## src/hdl/imh_ram.sv

```systemverilog
// Generic single-port-write, single-port-read RAM with registered read.
module imh_ram #(
    parameter int WIDTH = 8,
    parameter int DEPTH = 256
) (
    input  logic                     aclk,
    input  logic                     we,
    input  logic [$clog2(DEPTH)-1:0] waddr,
    input  logic [WIDTH-1:0]         wdata,
    input  logic [$clog2(DEPTH)-1:0] raddr,
    output logic [WIDTH-1:0]         rdata
);
    logic [WIDTH-1:0] mem [DEPTH];

    always_ff @(posedge aclk) begin
        if (we) begin
            mem[waddr] <= wdata;
        end
        rdata <= mem[raddr];
    end
endmodule

```

## config.mk

```make
export PLATFORM = sky130hd
export DESIGN_NAME = imh_ram
export DESIGN_NICKNAME = d
export VERILOG_FILES = /design/src/hdl/imh_ram.sv
export SDC_FILE = /design/constraint.sdc
export NUM_CORES = 2
export LEC_CHECK = 0
export ABC_AREA = 1
export BUFFER_PORTS_ARGS = -buffer_cell sky130_fd_sc_hd__buf_4
export CORE_AREA = 8 8 450 452
export CTS_CLUSTER_DIAMETER = 60
export DETAILED_ROUTE_END_ITERATION = 10
export DIE_AREA = 0 0 458 460
export SLEW_MARGIN = 0
export SYNTH_ARGS = -nofsm -noshare
export SYNTH_HDL_FRONTEND = slang
export SYNTH_SLANG_ARGS = --single-unit
```

## constraint.sdc

```tcl
create_clock -name aclk -period 3.8 [get_ports aclk]
set_input_delay 0.57 -clock aclk [delete_from_list [all_inputs] [get_ports aclk]]
set_output_delay 0.57 -clock aclk [all_outputs]
set_load 0.05 [all_outputs]
```

==> results.md <==
- Gr usage total: 21.65%
- CTS tree: yes
- Pwr per Cell Area: 501.2 mW/mm²
- Worst hold slack: 121.8 ps
- Peak supply drop: 0.4991 mV
- Placer Congestion: 0.9049
- Type of the worst setup path: input pin to flop
- Hold path depth: 3
- Clock buffer depth: 3
- Die Area: 0.2107 mm²
- F_max: 388.3 MHz
- Clock Pin Slew Worst Setup and Hold Paths: 60 ps
- RSZ-0062 raised after global routing: no
- First-pass GRT wire length: 347.2 mm
- Drt first-iter violations: 6296
- Setup crit end kind: flop
- Comb power frac: 6.4%
- Required time of the critical path: 4550 ps
- Core Area: 0.1958 mm²
- Antenna-violating nets left: 0
- Tightest Pin Transition: 1040 ps
- Vias in the first global route: 52434
- Final worst setup slack: 1225 ps
- Top cells by area, synth: edfxtp_1 74%, nand3_1 12%, nand2_1 9.6%
- Setup TNS: 0 ps
- Port Buf Inserts: 33
- Period utilization: 67.78%
- Synth Cell Area: 0.08340 mm²
- Mapped Avg Cell Area: 11.91 µm²
- Hold_sp: raddr[7]
- DRC violations left: 0
- Pre-antenna DRT Iters: 6
- Tmin final: 2575 ps
- Pin count of the biggest net entering global routing: 144
- Reg2Reg Depth: 10
- Die height: 460 µm
- Ports: 34
- Relative slew slack: 30.65%
- Crit start category: input pin
- Sw frac: 22.84%
- CTS root buf: clkbuf_16
- Remaining Overflow, GRT: 0
- Synth top area share: 73.74%
- Insertion delay to the later sink of the worst-skew pair: 830 ps
- Critical-path maximum fanout: 81
- Cells after Synth: 7003
- Internal: 36.24 mW
- Overall power: 46.96 mW
- Sequential power share: 53.3%
- Clk network pwr share: 40.3%
- Die X: 458 µm
- Flop2flop setup slack: 1720 ps
- Routed vias/inst: 5.596
- Initial antenna violation count: 8
- Worst hold path type: input pin to flop
- H-tree depth: 4
- Sw power: 10.73 mW
- Setup-failing EPs final: 0
- Wirelength, routed: 234.7 mm
- CTS Hold Bufs: 0
- Number of max-cap violations: 0
- Syn. warnings: 0
- Pins Over Slew Limit: 0
- Static leakage: 32.55 nW
- Unique masters post-synth: 14
- PostCTS Resize Cnt: 0
- Seq/Total Area, Yosys: 73.94%
- Post-DP HPWL: 136.7 mm
- Initial core utilization: 42.60%
- Top cell type by total area after synthesis: edfxtp_1
- Reg2reg end: rdata[7]
- Hold endpoint: rdata[5]
- Share of layout cells above drive strength 1: 8.363%
- Final Util: 47.86%
- DR WL/cell: 23.99 µm
- Final Skew: 33.90 ps
- Clock sink count: 2056
- Layout Nets: 7084
- Flops & latches, synth: 2056
- # rows: 163
- Worst Path Arrival: 3330 ps
- Post-CTS Setup Bufs: 0
- Inserted Clock Buffers: 202
- P&R area growth vs syn: 12.36%
- Status: finished, final reports clean
- Worst R2R Start: mem[239][7]
- Fin. Hold Viols: 0
- Syn nets: 7029
- Via count: 54751
- Dpl ws: 435.5 ps
==> routing by layer <==
layer	track usage (%)	up-vias	part of all wire (%)
li1	-	24974	-
met5	0	-	0
met4	8.566	0	4.0
met3	3.400	382	7.5
met1	29.75	27088	41
met2	34.77	2307	47
==> per-stage QoR <==
stage	cell area, µm²	instances
after floorplan	83400	7003
after global placement	87520	9411
after detailed placement	87520	9411
after CTS	93690	9779
after global routing	93700	9783
final	93710	9784
==> worst max-delay path by stage <==
stage | to | from
after CTS | rdata[6] | raddr[0]
after floorplan | mem[162][0] | we
after detailed placement | rdata[6] | raddr[0]
after global placement | rdata[6] | raddr[0]
final | rdata[2] | raddr[0]
after global routing | rdata[2] | raddr[0]
==> synthesized netlist by cell type <==
library cell  number
buf_6             16
clkbuf_1         112
buf_2            268
buf_8              1
inv_2              2
nand2_1         2123
buf_4             46
edfxtp_1        2048
inv_1             36
buf_1             40
nand3_1         2019
inv_4              1
dfxtp_1            8
nor2_1           283
==> kinds of logic (layout without fill, tap and decap cells) <==
group / count (synthesis) / after routing / synth area share [%]
simple gates: 4425 / 4425 / 22.95
flops: 2056 / 2056 / 73.94
buf+inv: 522 / 741 / 3.119
other cells: 0 / 5 / 0
==> layout by cell type (no fill, tap or decap) <==
cell,synthesis,routed
nand2_1,2123,2117
edfxtp_1,2048,2048
nand3_1,2019,2019
nor2_1,283,283
buf_4,46,264
clkbuf_16,0,205
clkbuf_1,112,69
buf_12,0,59
clkinv_1,0,40
inv_1,36,34
clkinv_2,0,27
buf_8,1,11
dfxtp_1,8,8
bufinv_16,0,7
inv_6,0,7
nand2_2,0,6
diode_2,0,5
clkbuf_8,0,5
inv_16,0,3
clkinv_16,0,3
inv_8,0,2
clkinvlp_4,0,2
inv_4,1,1
inv_2,2,1
clkinv_8,0,1
==> worst max-delay path: stages <==
cell	delay (ps)
buf_8	150
inv_16	340
buf_12	400
buf_12	300
nand2_1	90
nand3_1	100
nand3_1	150
nand3_1	150
nand3_1	150
nand3_1	320
nand3_1	180
nand2_1	100
nand2_1	130
nand2_1	90
==> cell type report <==
class / count / area, µm²
fill: 17297 / 102100
sequential: 2056 / 61660
multi-input combinational: 4425 / 19150
clock buffer: 279 / 5458
timing repair buffer: 334 / 3328
tap: 2557 / 3199
clock inverter: 89 / 718.2
inverter: 39 / 180.2
antenna: 5 / 12.51
==> power by group through the flow <==
| stage | Combinational [mW] | Sequential [mW] | Clock [mW] |
|---|---|---|---|
| detailed placement | 2.97 | 25.5 | 0 |
| finish | 2.99 | 25.0 | 18.9 |
| global route | 3.21 | 25.0 | 20.0 |
| CTS | 2.98 | 25.0 | 19.2 |
| floorplan | 1.54 | 25.5 | 0 |
| global placement | 2.95 | 25.5 | 0 |
==> state kept, by name, indices dropped and copies added, names as in the netlist <==
signal	flops
mem	2048
rdata	8
Power figures use the tool's default switching activity.
